### config.mk
export PLATFORM = sky130hd
export DESIGN_NAME = bundled_path_tag_parser_unit
export DESIGN_NICKNAME = d
export VERILOG_FILES = /design/src/bptp_pkg.sv /design/src/bundled_path_tag_parser_unit.sv /design/src/bptp_parse.sv /design/src/bptp_emit.sv
export SDC_FILE = /design/constraint.sdc
export NUM_CORES = 2
export LEC_CHECK = 0
export ABC_AREA = 1
export ABC_CLOCK_PERIOD_IN_PS = 21800
export BUFFER_PORTS_ARGS = -buffer_cell sky130_fd_sc_hd__clkbuf_2
export CAP_MARGIN = 20
export CORE_MARGIN = 1
export CORE_UTILIZATION = 40
export DETAILED_ROUTE_END_ITERATION = 8
export SETUP_SLACK_MARGIN = 0.5
export SLEW_MARGIN = 20
export SYNTH_ARGS = -nofsm -noshare
export SYNTH_HDL_FRONTEND = slang
export SYNTH_SLANG_ARGS = --single-unit
### constraint.sdc
create_clock -name clk -period 21.8 [get_ports clk]
set_input_delay 4.36 -clock clk [delete_from_list [all_inputs] [get_ports clk]]
set_output_delay 4.36 -clock clk [all_outputs]
set_load 0.01 [all_outputs]
### src/bptp_pkg.sv
// shared types, constants and helper functions for the bundled path tag parser
`timescale 1ns / 1ps

package bptp_pkg;

	// default sizing
	localparam int MAX_TAGS_DEF = 8;
	localparam int MAX_LEN_DEF  = 4096;

	// fixed field widths
	localparam int CHAR_W = 8;
	localparam int IDX_W  = 13;
	localparam int CNT_W  = 4;
	localparam int TYPE_W = 3;
	localparam int KIND_W = 4;
	localparam int NUM_W  = 32;
	localparam int PFX_W  = 24;
	localparam int DFI_W  = 3;
	localparam int NUM_TAIL = 8;
	localparam int OUT_DATA_W = 64;

	// separator after reset
	localparam logic [CHAR_W-1:0] SEP_RESET = 8'h01;

	// character codes
	localparam logic [CHAR_W-1:0] CH_DIGIT_0 = 8'h30;
	localparam logic [CHAR_W-1:0] CH_DIGIT_9 = 8'h39;
	localparam logic [CHAR_W-1:0] CH_COLON   = 8'h3a;
	localparam logic [CHAR_W-1:0] CH_UPPER_A = 8'h41;
	localparam logic [CHAR_W-1:0] CH_UPPER_Z = 8'h5a;
	localparam logic [CHAR_W-1:0] CASE_OFFSET = 8'h20;

	// lowercased tag prefixes
	localparam logic [PFX_W-1:0] PFX_ZIP = 24'h7a6970;
	localparam logic [PFX_W-1:0] PFX_EML = 24'h656d6c;
	localparam logic [PFX_W-1:0] PFX_NSF = 24'h6e7366;
	localparam logic [PFX_W-1:0] PFX_TGZ = 24'h74677a;
	localparam logic [PFX_W-1:0] PFX_GZ  = 24'h00677a;

	// tag type codes
	localparam logic [TYPE_W-1:0] TYPE_NONE = 3'd0;
	localparam logic [TYPE_W-1:0] TYPE_ZIP  = 3'd1;
	localparam logic [TYPE_W-1:0] TYPE_EML  = 3'd2;
	localparam logic [TYPE_W-1:0] TYPE_NSF  = 3'd3;
	localparam logic [TYPE_W-1:0] TYPE_GZ   = 3'd4;
	localparam logic [TYPE_W-1:0] TYPE_TGZ  = 3'd5;

	// record kind codes
	localparam logic [KIND_W-1:0] KIND_TAG     = 4'd0;
	localparam logic [KIND_W-1:0] KIND_SUMMARY = 4'd1;
	localparam logic [KIND_W-1:0] KIND_SIZE    = 4'd2;
	localparam logic [KIND_W-1:0] KIND_ZIPPED  = 4'd3;
	localparam logic [KIND_W-1:0] KIND_YEAR    = 4'd4;
	localparam logic [KIND_W-1:0] KIND_SECOND  = 4'd9;

	// tail value slots
	localparam logic [DFI_W-1:0] TV_SIZE   = 3'd0;
	localparam logic [DFI_W-1:0] TV_ZIPPED = 3'd1;
	localparam logic [DFI_W-1:0] TV_YEAR   = 3'd2;
	localparam logic [DFI_W-1:0] DATE_FIELDS = 3'd6;

	localparam logic [NUM_W:0] YEAR_BASE = 33'd1900;

	typedef enum logic [2:0] {
		PH_NAME,
		PH_SEP,
		PH_TAG,
		PH_SIZE,
		PH_ZIPPED,
		PH_DATE_WAIT,
		PH_DATE
	} phase_t;

	typedef logic [NUM_TAIL-1:0][NUM_W-1:0] tail_vals_t;

	// records caused by one input item
	typedef struct packed {
		logic              tag_en;
		logic [IDX_W-1:0]  tag_start;
		logic [IDX_W-1:0]  tag_len;
		logic [TYPE_W-1:0] tag_type;
		logic              sum_en;
		logic [IDX_W-1:0]  sum_pos;
		logic [CNT_W-1:0]  sum_count;
		logic              bundle;
		logic              tail;
		logic              date_began;
		tail_vals_t        tail_vals;
	} event_t;

	// tag type from length and lowercased prefix
	function automatic logic [TYPE_W-1:0] classify(
		input logic [IDX_W-1:0] len,
		input logic [PFX_W-1:0] pfx
	);
		logic [TYPE_W-1:0] t;
		t = TYPE_NONE;
		if (len == IDX_W'(3)) begin
			if (pfx == PFX_ZIP) t = TYPE_ZIP;
			else if (pfx == PFX_EML) t = TYPE_EML;
			else if (pfx == PFX_NSF) t = TYPE_NSF;
			else if (pfx == PFX_TGZ) t = TYPE_TGZ;
		end else if (len == IDX_W'(2)) begin
			if (pfx == PFX_GZ) t = TYPE_GZ;
		end
		return t;
	endfunction

	// one decimal digit step with saturation, returns {stopped, value}
	function automatic logic [NUM_W:0] take_digit(
		input logic              stopped,
		input logic [NUM_W-1:0]  acc,
		input logic [CHAR_W-1:0] c
	);
		logic [NUM_W+3:0] v;
		logic [NUM_W:0]   r;
		v = ({4'd0, acc} << 3) + ({4'd0, acc} << 1)
			+ (NUM_W+4)'(c - CH_DIGIT_0);
		r = {stopped, acc};
		if (!stopped) begin
			if (c < CH_DIGIT_0 || c > CH_DIGIT_9) r = {1'b1, acc};
			else if (v[NUM_W+3:NUM_W] != 4'd0) r = {1'b0, {NUM_W{1'b1}}};
			else r = {1'b0, v[NUM_W-1:0]};
		end
		return r;
	endfunction

endpackage

### src/bundled_path_tag_parser_unit.sv
// Bundled path tag parser: splits a path string into tag, summary and tail records.
//
// Input stream: one character per item in s_tdata[7:0], s_tlast on the final
// character of the string. Output stream: one record per item; m_tuser holds
// the record kind, m_tlast marks the final record caused by one character.
// The separator character is written through cfg_we/cfg_wdata; the user
// must write it only while idle, since the block does not enforce this.
// Each character is parsed in the cycle it is accepted; its records are
// held in an event register and then leave through an output register.
// A character that causes no record, or one record, does not hold the input,
// so a string streams at one character per cycle while the receiver keeps up.
// The final character causes up to ten records (closing tag, summary, eight
// tail values), sent one per cycle while the receiver accepts them;
// s_tready stays low until the last of them moves into the output register.
// When the receiver stalls, the output register holds its record and the
// input side stops once the event register is occupied.
// Reset clears the parse state, empties both registers and sets the
// separator to code 1.
`timescale 1ns / 1ps

module bundled_path_tag_parser_unit #(
	parameter int MAX_TAGS = bptp_pkg::MAX_TAGS_DEF,
	parameter int MAX_LEN  = bptp_pkg::MAX_LEN_DEF
) (
	input  logic                              clk,
	input  logic                              arst_n,
	// configuration: separator_code
	input  logic                              cfg_we,
	input  logic [bptp_pkg::CHAR_W-1:0]       cfg_wdata,
	// input stream
	input  logic                              s_tvalid,
	output logic                              s_tready,
	input  logic [bptp_pkg::CHAR_W-1:0]       s_tdata,  // [7:0] char_code
	input  logic                              s_tlast,  // last_char
	// output stream
	output logic                              m_tvalid,
	input  logic                              m_tready,
	// [12:0] position, [25:13] length, [28:26] type_code, [29] bundle_found,
	// [30] tail_found, [62:31] number_value, [63] zero
	output logic [bptp_pkg::OUT_DATA_W-1:0]   m_tdata,
	output logic [bptp_pkg::KIND_W-1:0]       m_tuser,  // [3:0] record_kind
	output logic                              m_tlast   // last_of_run
);

	logic [bptp_pkg::CHAR_W-1:0] sep_q;
	bptp_pkg::event_t            ev;
	logic                        ev_any;
	logic                        can_take;
	logic                        take;

	assign s_tready = can_take;
	assign take = s_tvalid && can_take;

	// separator register
	always_ff @(posedge clk or negedge arst_n) begin
		if (!arst_n) sep_q <= bptp_pkg::SEP_RESET;
		else if (cfg_we) sep_q <= cfg_wdata;
	end

	bptp_parse #(
		.MAX_TAGS(MAX_TAGS),
		.MAX_LEN (MAX_LEN)
	) u_parse (
		.clk   (clk),
		.arst_n(arst_n),
		.take  (take),
		.c     (s_tdata),
		.last  (s_tlast),
		.sep   (sep_q),
		.ev    (ev),
		.ev_any(ev_any)
	);

	bptp_emit u_emit (
		.clk     (clk),
		.arst_n  (arst_n),
		.load    (take && ev_any),
		.ev      (ev),
		.can_take(can_take),
		.m_tvalid(m_tvalid),
		.m_tready(m_tready),
		.m_tdata (m_tdata),
		.m_tuser (m_tuser),
		.m_tlast (m_tlast)
	);

`ifndef ASSERT_OFF
	// a summary that is not last must be followed by tail records
	a_summary_tail: assert property (@(posedge clk) disable iff (!arst_n)
		(m_tvalid && m_tuser == bptp_pkg::KIND_SUMMARY && !m_tlast) |-> m_tdata[30])
		else $error("summary without tail is not last of run");

	// the seconds record always ends a run
	a_second_last: assert property (@(posedge clk) disable iff (!arst_n)
		(m_tvalid && m_tuser == bptp_pkg::KIND_SECOND) |-> m_tlast)
		else $error("seconds record not last of run");

	// a typed tag has length two or three
	a_tag_len: assert property (@(posedge clk) disable iff (!arst_n)
		(m_tvalid && m_tuser == bptp_pkg::KIND_TAG && m_tdata[28:26] != bptp_pkg::TYPE_NONE)
		|-> (m_tdata[25:13] == 13'd2 || m_tdata[25:13] == 13'd3))
		else $error("typed tag with wrong length");
`endif

endmodule

### src/bptp_parse.sv
// per-character parse state and the records each character causes
`timescale 1ns / 1ps

module bptp_parse #(
	parameter int MAX_TAGS = bptp_pkg::MAX_TAGS_DEF,
	parameter int MAX_LEN  = bptp_pkg::MAX_LEN_DEF
) (
	input  logic                          clk,
	input  logic                          arst_n,
	input  logic                          take,
	input  logic [bptp_pkg::CHAR_W-1:0]   c,
	input  logic                          last,
	input  logic [bptp_pkg::CHAR_W-1:0]   sep,
	output bptp_pkg::event_t              ev,
	output logic                          ev_any
);

	bptp_pkg::phase_t                 phase_q, ph;
	logic [bptp_pkg::IDX_W-1:0]       idx_q, idx_n;
	logic [bptp_pkg::IDX_W-1:0]       ts_q, ts;
	logic [bptp_pkg::PFX_W-1:0]       tp_q, tp;
	logic [bptp_pkg::IDX_W-1:0]       base_q, base;
	logic [bptp_pkg::CNT_W-1:0]       cnt_q, cnt;
	logic [bptp_pkg::TYPE_W-1:0]      ltt_q, ltt;
	logic [bptp_pkg::NUM_W-1:0]       acc_q, acc;
	logic                             stp_q, stp;
	logic [bptp_pkg::DFI_W-1:0]       dfi_q, dfi;
	bptp_pkg::tail_vals_t             tv_q, tv;
	logic [1:0]                       flags_q, flags;
	logic [bptp_pkg::NUM_W:0]         dig;
	logic                             is_digit;
	logic [bptp_pkg::CHAR_W-1:0]      lc;
	logic                             close_en;
	logic [bptp_pkg::IDX_W-1:0]       close_at;
	logic [bptp_pkg::IDX_W-1:0]       tlen;
	logic [bptp_pkg::TYPE_W-1:0]      ttype;
	logic                             tag_ok;
	logic                             date_began;

	// next state and records for the current character
	always_comb begin
		ph = phase_q;
		ts = ts_q;
		tp = tp_q;
		base = base_q;
		cnt = cnt_q;
		ltt = ltt_q;
		acc = acc_q;
		stp = stp_q;
		dfi = dfi_q;
		tv = tv_q;
		flags = flags_q;
		close_en = 1'b0;
		close_at = idx_q;
		date_began = 1'b0;
		is_digit = (c >= bptp_pkg::CH_DIGIT_0) && (c <= bptp_pkg::CH_DIGIT_9);
		lc = (c >= bptp_pkg::CH_UPPER_A && c <= bptp_pkg::CH_UPPER_Z) ?
			c + bptp_pkg::CASE_OFFSET : c;

		// character after a separator decides tag or tail
		if (ph == bptp_pkg::PH_SEP) begin
			if (is_digit) begin
				flags[1] = 1'b1;
				acc = '0;
				stp = 1'b0;
				ph = bptp_pkg::PH_SIZE;
			end else begin
				ts = idx_q;
				tp = '0;
				ph = bptp_pkg::PH_TAG;
			end
		end else if (ph == bptp_pkg::PH_DATE_WAIT) begin
			dfi = '0;
			acc = '0;
			stp = 1'b0;
			ph = bptp_pkg::PH_DATE;
		end

		dig = bptp_pkg::take_digit(stp, acc, c);

		// main step
		unique case (ph)
			bptp_pkg::PH_NAME: begin
				if (c == sep && !last) begin
					base = idx_q;
					ph = bptp_pkg::PH_SEP;
				end
			end
			bptp_pkg::PH_TAG: begin
				if (c == sep) begin
					close_en = 1'b1;
					close_at = idx_q;
					ph = bptp_pkg::PH_NAME;
				end else if ((idx_q - ts) < bptp_pkg::IDX_W'(3)) begin
					tp = {tp[15:0], lc};
				end
			end
			bptp_pkg::PH_SIZE: begin
				if (c == sep) begin
					tv[bptp_pkg::TV_SIZE] = acc;
					acc = '0;
					stp = 1'b0;
					ph = (ltt == bptp_pkg::TYPE_ZIP) ? bptp_pkg::PH_ZIPPED :
						bptp_pkg::PH_DATE_WAIT;
				end else begin
					{stp, acc} = dig;
				end
			end
			bptp_pkg::PH_ZIPPED: begin
				if (c == sep) begin
					tv[bptp_pkg::TV_ZIPPED] = acc;
					acc = '0;
					stp = 1'b0;
					ph = bptp_pkg::PH_DATE_WAIT;
				end else begin
					{stp, acc} = dig;
				end
			end
			bptp_pkg::PH_DATE: begin
				if (c == bptp_pkg::CH_COLON) begin
					if (dfi < bptp_pkg::DATE_FIELDS) begin
						tv[bptp_pkg::DFI_W'(dfi + bptp_pkg::TV_YEAR)] = acc;
						dfi = dfi + 1'b1;
					end
					acc = '0;
					stp = 1'b0;
				end else begin
					{stp, acc} = dig;
				end
			end
			default: ;
		endcase

		// saturating character index
		idx_n = (idx_q < bptp_pkg::IDX_W'(MAX_LEN)) ? idx_q + 1'b1 :
			bptp_pkg::IDX_W'(MAX_LEN);

		// end of string closes whatever is open
		if (last) begin
			unique case (ph)
				bptp_pkg::PH_TAG: begin
					close_en = 1'b1;
					close_at = idx_n;
				end
				bptp_pkg::PH_SIZE:   tv[bptp_pkg::TV_SIZE] = acc;
				bptp_pkg::PH_ZIPPED: tv[bptp_pkg::TV_ZIPPED] = acc;
				bptp_pkg::PH_DATE_WAIT: date_began = 1'b1;
				bptp_pkg::PH_DATE: begin
					if (dfi < bptp_pkg::DATE_FIELDS)
						tv[bptp_pkg::DFI_W'(dfi + bptp_pkg::TV_YEAR)] = acc;
					date_began = 1'b1;
				end
				default: ;
			endcase
		end

		// tag close, bounded by the tag limit
		tlen = (close_at >= ts) ? close_at - ts : '0;
		ttype = bptp_pkg::classify(tlen, tp);
		tag_ok = close_en && (cnt < bptp_pkg::CNT_W'(MAX_TAGS));
		if (tag_ok) begin
			cnt = cnt + 1'b1;
			ltt = ttype;
			flags[0] = 1'b1;
		end

		ev.tag_en = tag_ok;
		ev.tag_start = ts;
		ev.tag_len = tlen;
		ev.tag_type = ttype;
		ev.sum_en = last;
		ev.sum_pos = flags[1] ? base : idx_n;
		ev.sum_count = cnt;
		ev.bundle = flags[0];
		ev.tail = flags[1];
		ev.date_began = date_began;
		ev.tail_vals = tv;
		ev_any = tag_ok || last;
	end

	// parse state, cleared after the last character
	always_ff @(posedge clk or negedge arst_n) begin
		if (!arst_n) begin
			phase_q <= bptp_pkg::PH_NAME;
			idx_q <= '0;
			ts_q <= '0;
			tp_q <= '0;
			base_q <= '0;
			cnt_q <= '0;
			ltt_q <= bptp_pkg::TYPE_NONE;
			acc_q <= '0;
			stp_q <= 1'b0;
			dfi_q <= '0;
			tv_q <= '0;
			flags_q <= '0;
		end else if (take) begin
			if (last) begin
				phase_q <= bptp_pkg::PH_NAME;
				idx_q <= '0;
				ts_q <= '0;
				tp_q <= '0;
				base_q <= '0;
				cnt_q <= '0;
				ltt_q <= bptp_pkg::TYPE_NONE;
				acc_q <= '0;
				stp_q <= 1'b0;
				dfi_q <= '0;
				tv_q <= '0;
				flags_q <= '0;
			end else begin
				phase_q <= ph;
				idx_q <= idx_n;
				ts_q <= ts;
				tp_q <= tp;
				base_q <= base;
				cnt_q <= cnt;
				ltt_q <= ltt;
				acc_q <= acc;
				stp_q <= stp;
				dfi_q <= dfi;
				tv_q <= tv;
				flags_q <= flags;
			end
		end
	end

endmodule

### src/bptp_emit.sv
// holds one item's records and sends them one at a time through an output register
`timescale 1ns / 1ps

module bptp_emit (
	input  logic                              clk,
	input  logic                              arst_n,
	input  logic                              load,
	input  bptp_pkg::event_t                  ev,
	output logic                              can_take,
	output logic                              m_tvalid,
	input  logic                              m_tready,
	output logic [bptp_pkg::OUT_DATA_W-1:0]   m_tdata,
	output logic [bptp_pkg::KIND_W-1:0]       m_tuser,
	output logic                              m_tlast
);

	bptp_pkg::event_t                 ev_q;
	logic                             ev_valid_q;
	logic [bptp_pkg::KIND_W-1:0]      cur_q;
	logic [bptp_pkg::KIND_W-1:0]      end_q;
	logic                             out_valid_q;
	logic [bptp_pkg::OUT_DATA_W-1:0]  out_data_q;
	logic [bptp_pkg::KIND_W-1:0]      out_kind_q;
	logic                             out_last_q;
	logic                             out_free;
	logic                             at_end;
	logic [bptp_pkg::IDX_W-1:0]       r_pos;
	logic [bptp_pkg::IDX_W-1:0]       r_len;
	logic [bptp_pkg::TYPE_W-1:0]      r_type;
	logic                             r_bf;
	logic                             r_tf;
	logic [bptp_pkg::NUM_W-1:0]       r_num;
	logic [bptp_pkg::NUM_W:0]         year_sum;
	logic [bptp_pkg::DFI_W-1:0]       tv_sel;

	assign out_free = !out_valid_q || m_tready;
	assign at_end = (cur_q == end_q);
	assign can_take = !ev_valid_q || (at_end && out_free);

	// fields of the record at the current kind
	always_comb begin
		r_pos = '0;
		r_len = '0;
		r_type = bptp_pkg::TYPE_NONE;
		r_bf = 1'b0;
		r_tf = 1'b0;
		r_num = '0;
		tv_sel = bptp_pkg::DFI_W'(cur_q - bptp_pkg::KIND_SIZE);
		year_sum = {1'b0, ev_q.tail_vals[bptp_pkg::TV_YEAR]} + bptp_pkg::YEAR_BASE;
		unique case (cur_q)
			bptp_pkg::KIND_TAG: begin
				r_pos = ev_q.tag_start;
				r_len = ev_q.tag_len;
				r_type = ev_q.tag_type;
			end
			bptp_pkg::KIND_SUMMARY: begin
				r_pos = ev_q.sum_pos;
				r_len = bptp_pkg::IDX_W'(ev_q.sum_count);
				r_bf = ev_q.bundle;
				r_tf = ev_q.tail;
			end
			bptp_pkg::KIND_YEAR: begin
				if (!ev_q.date_began) r_num = '0;
				else if (year_sum[bptp_pkg::NUM_W]) r_num = {bptp_pkg::NUM_W{1'b1}};
				else r_num = year_sum[bptp_pkg::NUM_W-1:0];
			end
			default: r_num = ev_q.tail_vals[tv_sel];
		endcase
	end

	// record sequencer and output register
	always_ff @(posedge clk or negedge arst_n) begin
		if (!arst_n) begin
			ev_valid_q <= 1'b0;
			out_valid_q <= 1'b0;
			cur_q <= bptp_pkg::KIND_TAG;
			end_q <= bptp_pkg::KIND_TAG;
		end else begin
			if (out_free) out_valid_q <= ev_valid_q;
			// a new item only loads when none is held or the held one is sending its final record
			if (load) begin
				ev_valid_q <= 1'b1;
				cur_q <= ev.tag_en ? bptp_pkg::KIND_TAG : bptp_pkg::KIND_SUMMARY;
				end_q <= ev.tail ? bptp_pkg::KIND_SECOND :
					(ev.sum_en ? bptp_pkg::KIND_SUMMARY : bptp_pkg::KIND_TAG);
			end else if (ev_valid_q && out_free) begin
				if (at_end) ev_valid_q <= 1'b0;
				else cur_q <= cur_q + 1'b1;
			end
		end
	end

	// payload registers
	always_ff @(posedge clk) begin
		if (load) ev_q <= ev;
		if (out_free && ev_valid_q) begin
			out_data_q <= {1'b0, r_num, r_tf, r_bf, r_type, r_len, r_pos};
			out_kind_q <= cur_q;
			out_last_q <= at_end;
		end
	end

	assign m_tvalid = out_valid_q;
	assign m_tdata = out_data_q;
	assign m_tuser = out_kind_q;
	assign m_tlast = out_last_q;

endmodule
# ---- Word level (Yosys, flattened, before mapping)
# Index checks and enable logic that the tools add are counted.
dict set report op_classes {
  n_div 0
  n_addsub 14
  n_reduce_logical 29
  n_bitwise 0
  n_lt_le_gt_ge 17
  n_mux 107
  mul 0
  eq_ne 25
  n_shift 0
}
# op count
set ops {}
lappend ops {{2-to-1 mux 256 bit} 5}
lappend ops {{bitwise mux 256 bit} 2}
lappend ops {{2-to-1 mux 32 bit} 14}
lappend ops {{2-to-1 mux 192 bit} 2}
lappend ops {{one-hot mux 32 bit (2 select lines)} 6}
lappend ops {{demux 32 bit (select 3 bit)} 2}
lappend ops {{2-to-1 mux 13 bit} 12}
lappend ops {{2-to-1 mux 24 bit} 6}
lappend ops {{binary-select mux 32 bit (select 3 bit)} 1}
lappend ops {{equality test 24 x 23 -> 1 bit (second input constant)} 4}
lappend ops {{2-to-1 mux 3 bit} 22}
lappend ops {{2-to-1 mux 33 bit} 2}
lappend ops {{one-hot mux 13 bit (2 select lines)} 2}
lappend ops {{adder 35 x 33 -> 36 bit} 1}
lappend ops {{adder 36 bit} 1}
lappend ops {{adder 32 x 11 -> 33 bit (second input constant)} 1}
lappend ops {{equality test 13 x 2 -> 1 bit (second input constant)} 2}
lappend ops {{subtractor 13 bit} 2}
lappend ops {{equality test 24 x 15 -> 1 bit (second input constant)} 1}
lappend ops {{2-to-1 mux 4 bit} 6}
lappend ops {{2-to-1 mux 1 bit} 21}
lappend ops {{equality test 3 bit (second input constant)} 6}
lappend ops {{adder 13 x 1 -> 13 bit (second input constant)} 1}
lappend ops {{>= comparator 13 bit} 1}
lappend ops {{39 further kinds} 69}
dict set report totals {
  memories 0
  wordCells 237
  ramBits 0
  latchBits 0
  reg_bits 758
  inputBits 22
  output_inout_bits 71
  rom_bits 0
}

# ---- Depth between registers and ports, before layout
dict set report logic_depth {
  depth_word 17
  mapped_depth 35
  depth_no_buf 33
}

# ---- Cells and area by module
# A second synthesis with hierarchy kept.
dict set report unflattened {
  cells_unflattened 5455
  area_unflattened_um2 43331.6
}
# module instances seq_area_each_um2 area_each_um2 cells_per_inst
set by_module_without_submodules {}
lappend by_module_without_submodules {bptp_parse 1 9183.8 27492.6 4179}
lappend by_module_without_submodules {bptp_emit 1 11400.9 15517.4 1238}
lappend by_module_without_submodules {bundled_path_tag_parser_unit 1 201.4 321.6 38}

# ---- Worst setup path before layout
# Ideal clock, no wire load.
dict set report synth_timing {
  path_kind {input-to-reg}
  from {in s_tdata[4] (netlist bit)}
  to {reg u_emit.cur_q[0] (netlist bit)}
  required_ns 21.649
  n_path_buf 0
  stages 16
  t_arrival_ns 23.452
  setup_time_ns 0.151
  slack_ns -1.804
  cell_sequence {ha_1 nand2_1 a21oi_1 nand2_1 nand2_2 nand2_2 nand3_2 nand2_1 inv_1 o21ai_0 nor2_1 inv_1 a21oi_1 inv_1 o21ai_0 o21ai_0}
}
dict set report synth_via {
  elab_chain_cells 14
  word_cells_on_any_way 29
  classes_between {2 x order compare; 6 x eq/ne; 13 x mux; 8 x reduce/logical}
}
# element line_no
set synth_lines {}
lappend synth_lines {{from (decl)} bundled_path_tag_parser_unit.sv:33} ;# input logic [bptp_pkg::CHAR_W-1:0] s_tdata,
lappend synth_lines {{>= comparator 8 x 6 -> 1 bit or <= comparator 8 x 6 -> 1 bit (tied branches)} bptp_parse.sv:56} ;# is_digit = (c >= bptp_pkg::CH_DIGIT_0) && (c <= bptp_pkg::CH_DIGIT_9);
lappend synth_lines {{logical AND 1 bit} bptp_parse.sv:56}
lappend synth_lines {{2-to-1 mux 1 bit} bptp_parse.sv:62} ;# if (is_digit) begin
lappend synth_lines {{2-to-1 mux 3 bit} bptp_parse.sv:61} ;# if (ph == bptp_pkg::PH_SEP) begin
lappend synth_lines {{equality test 3 bit (tied with other cells)} bptp_parse.sv:82} ;# unique case (ph)
lappend synth_lines {{one-hot mux 3 bit (4 select lines)} bptp_parse.sv:82}
lappend synth_lines {{equality test 3 x 2 -> 1 bit} bptp_parse.sv:140} ;# unique case (ph)
lappend synth_lines {{2-to-1 mux 1 bit} bptp_parse.sv:140}
lappend synth_lines {{2-to-1 mux 1 bit (*)} bptp_parse.sv:139} ;# if (last) begin
lappend synth_lines {{logical AND 1 bit (*)} bptp_parse.sv:160} ;# tag_ok = close_en && (cnt < bptp_pkg::CNT_W'(MAX_TAGS));
lappend synth_lines {{logical OR 1 bit (*)} bptp_parse.sv:178} ;# ev_any = tag_ok || last;
lappend synth_lines {{logical AND 1 bit (*)} bundled_path_tag_parser_unit.sv:77} ;# .load (take && ev_any),
lappend synth_lines {{named net u_emit.load} bptp_emit.sv:7} ;# input logic load,
lappend synth_lines {{!= test 2 x 1 -> 1 bit (no line) or nonzero test 2 bit (tied branches)} n/a}
lappend synth_lines {{AND reduction 2 bit (no line)} n/a}
lappend synth_lines {{to (signal assigned)} bptp_emit.sv:76} ;# cur_q <= bptp_pkg::KIND_TAG;
lappend synth_lines {{to (signal assigned)} bptp_emit.sv:83} ;# cur_q <= ev.tag_en ? bptp_pkg::KIND_TAG : bptp_pkg::KIND_SUMMARY;
lappend synth_lines {{to (signal assigned)} bptp_emit.sv:88} ;# else cur_q <= cur_q + 1'b1;
lappend synth_lines {{to (decl)} bptp_emit.sv:19} ;# logic [bptp_pkg::KIND_W-1:0] cur_q;
# Mark *: on every way through the listed nets, which the timed path passes. The rest lies on a longest branch.
# A chain may end at the register's enable or synchronous reset.

==> results.md <==
- Met3 Use GR: 0.05895
- Vias in the first global route: 35.98k
- Violated checks: design-rule violations
- Mapped Cells: 5,388
- Slew at the pin closest to its max-slew limit: 1.191 ns
- Slowest CP cell: inv_1
- Finished Core Util: 0.4474
- Leak pwr: 21.88 nW
- Area post-placement: 44,460 sq um
- Vias per inst: 5.677
- CP Max Fanout: 32
- Clk pin slew, worst setup/hold paths: 0.06 ns
- # nets final: 5,467
- Register bit count reported by yosys: 756
- Core area: 105,700 sq um
- Sequential share of the synthesized area: 0.4860
- CTS H-tree lvls: 3
- Final hold violation count: 0
- Vias post-DR: 38.61k
- Arr. time, crit path: 11.84 ns
- Syn Nets: 5,519
- Hold WC Path Type: flop to flop
- Routed wire length: 155,700 um
- Most frequent cells in the layout: 1,478 x nand2_1, 636 x o21ai_0, 476 x inv_1, 475 x nor2_1, 380 x dfrtp_1
- Worst hold slack: 0.4774 ns
- Final period utilization: 0.5271
- Total CTS buffers: 87
- Tot Pwr: 0.004904 W
- Largest buffer count on any clock path: 3
- CP max stage delay: 0.71 ns
- Final setup skew: 0.02517 ns
- # setup viols final: 0
- Worst relative slew slack: 0.1978
- CTS tree: done
- Worst Path Required: 22.15 ns
- Outcome: finished, violations left
- GRT Residual Overflow: 0
- Clock sinks: 756
- Yosys cell types: 64
- PostCTS Resize Cnt: 0
- PD cells: 103.7 nW/um^2
- Min Tclk post-route: 11.49 ns
- Unrepaired setup endpoints after global routing: false
- Critical path class: input port to flop
- CTS root buffer: clkbuf_16
- WL/cell: 22.89 um
- Die height: 329.0 um
- Post-route cell area: 47,300 sq um
- Initial DRC count: 4,898
- Syn-to-layout area delta: 10.57%
- I/O Pins: 93
- DIE WIDTH: 329.0 um
- Starting Density: 0.4046
- Ys flop type: dfrtp_1
- Setup repair bufs after CTS: 0
- First-pass GRT wire length: 232,000 um
- Met1 GRT Util: 0.3962
- Synthesized area: 42,770 sq um
- Ys Warns: 0
- Top Usage Layer GRT: met2
- Hpwl dp: 98,150 um
- Syn avg cell area: 7.939 sq um
- First-pass iteration count of the detailed router: 9
- Cell repeated most along the worst path: nand2_1
- Number of port buffers: 91
- Gpl congestion: 1.013
- Die area: 108,200 sq um
- Row count: 119
- Residual DRC count: 23
- Async SR Flop Fraction: 0.5066
- Leading cell type in the layout, fill and taps excluded: nand2_1
- Post-synth EDFFs: 373
- Worst-Skew Late Latency: 0.67 ns
- Gr usage total: 0.2857
- Max_cap viols: 0
- Antenna-violating nets left: 0
- Startpoint Class: input port
- Largest net degree at the start of global routing: 150
- Initial antenna violation count: 9
- Met2 GRT Util: 0.4381
- Fmax: 87.03 MHz
- Max rail drop VDD: 0.00007802 V
- Layout cell share with drive strength beyond 1: 0.07190
- Cts hold-fix bufs: 0
- Max Slew Vio Count: 0
- Total negative setup slack: 0 ns
- CP Capture Type: flop
## synth_stat cells, types with 4 or more instances
| cell | instances | area share |
|---|---|---|
| buf_6 | 4 | 0.0011 |
| buf_4 | 7 | 0.0012 |
| mux2i_1 | 22 | 0.0051 |
| or2_2 | 13 | 0.0019 |
| a21boi_0 | 4 | 0.00070 |
| fa_1 | 28 | 0.013 |
| buf_2 | 39 | 0.0046 |
| o31ai_1 | 18 | 0.0032 |
| nand2_1 | 1483 | 0.13 |
| clkbuf_1 | 225 | 0.020 |
| inv_2 | 20 | 0.0018 |
| nand3_1 | 355 | 0.042 |
| nor2_2 | 11 | 0.0016 |
| o21ai_0 | 639 | 0.075 |
| xnor2_1 | 16 | 0.0033 |
| nand3b_1 | 5 | 0.00088 |
| a21o_1 | 9 | 0.0016 |
| o21bai_1 | 11 | 0.0019 |
| a32o_1 | 4 | 0.00094 |
| dfrtp_1 | 382 | 0.22 |
| buf_1 | 33 | 0.0029 |
| ha_1 | 81 | 0.024 |
| edfxtp_1 | 373 | 0.26 |
| inv_1 | 478 | 0.042 |
| nor3_1 | 41 | 0.0048 |
| a31o_2 | 5 | 0.0010 |
| nor4_1 | 5 | 0.00073 |
| a21oi_1 | 227 | 0.027 |
| nand4_1 | 54 | 0.0079 |
| o22ai_1 | 60 | 0.0088 |
| o211ai_1 | 22 | 0.0039 |
| a31oi_1 | 98 | 0.014 |
| xor2_1 | 44 | 0.0090 |
| nor2_4 | 4 | 0.0011 |
| o21ai_1 | 22 | 0.0026 |
| o221ai_1 | 23 | 0.0047 |
| nor2_1 | 482 | 0.042 |
## worst max-delay path: cells and delay by family
kind	cells	cell delay (ns)
buffers and inverters	6	2.06
adder cells (fa/ha/maj)	3	0.85
AND/OR/NAND/NOR	16	2.75
AO/OA/AOI/OAI	7	1.38
XOR/XNOR	2	0.41
## flip-flops by register name (all words and copies together), names as in the netlist, 2 cells and up
name / cells
sep_q: 8
u_emit.cur_q: 4
u_emit.end_q: 2
u_emit.ev_q: 305
u_emit.m_tdata: 63
u_emit.m_tuser: 4
u_parse.acc_q: 32
u_parse.base_q: 13
u_parse.cnt_q: 4
u_parse.dfi_q: 3
u_parse.flags_q: 2
u_parse.idx_q: 13
u_parse.ltt_q: 3
u_parse.phase_q: 3
u_parse.tp_q: 24
u_parse.ts_q: 13
u_parse.tv_q: 256
## cells by family after synthesis
family | synth area share
muxes | 0.005148
DFF | 0.4860
adders and majority gates | 0.03680
buffers and inverters | 0.07345
other | 0.00008767
AOI/OAI and AO/OA | 0.1499
xor gates and xnor gates | 0.01267
and+or+nand+nor | 0.2360
## path summary, 6_finish.rpt
path	start	endpoint	slack (ns)	cells past startpoint
max	s_tdata[5]	u_emit.ev_q[241]$_DFFE_PP_	10.31	34
min	u_parse.tv_q[233]$_DFFE_PN0P_	u_parse.tv_q[233]$_DFFE_PN0P_	0.48	2
max reg2reg	u_parse.phase_q[0]$_DFFE_PN0P_	u_emit.ev_q[241]$_DFFE_PP_	14.05	32
min reg2reg	u_parse.tv_q[233]$_DFFE_PN0P_	u_parse.tv_q[233]$_DFFE_PN0P_	0.48	2
max in group asynchronous	arst_n	u_parse.tv_q[211]$_DFFE_PN0P_	15.95	3
min in group asynchronous	arst_n	sep_q[5]$_DFFE_PN0P_	3.71	1
## routing by layer
metal / vias up / share of wire
li1: 17920 / -
met1: 18530 / 0.42
met2: 1835 / 0.44
met3: 320 / 0.10
met4: 6 / 0.040
met5: - / 0.00026
## layout make-up
cell class	instances	area (sq um)
multi-input cells	3823	18950
inverters	501	1898
flip-flops and latches	756	20790
clock buffers	123	2452
fillers	10450	58420
repair buffers	167	1074
well taps	1391	1740
clock inverters	40	385.4
diodes	1	2.502
## power by group
part / switching [W] / internal (W) / total (W)
sequential: 0.0000947 / 0.00176 / 0.00185
clock: 0.000630 / 0.000848 / 0.00148
combinational: 0.00120 / 0.000376 / 0.00157
## metrics by stage
step | std cells | worst slack [ns]
after floorplan | 5388 | 5.303
after global placement | 6637 | 9.892
after detailed placement | 6638 | 9.826
after CTS | 6801 | 10.51
after global routing | 6801 | 9.812
final | 6802 | 10.31
Power figures use the tool's default switching activity.
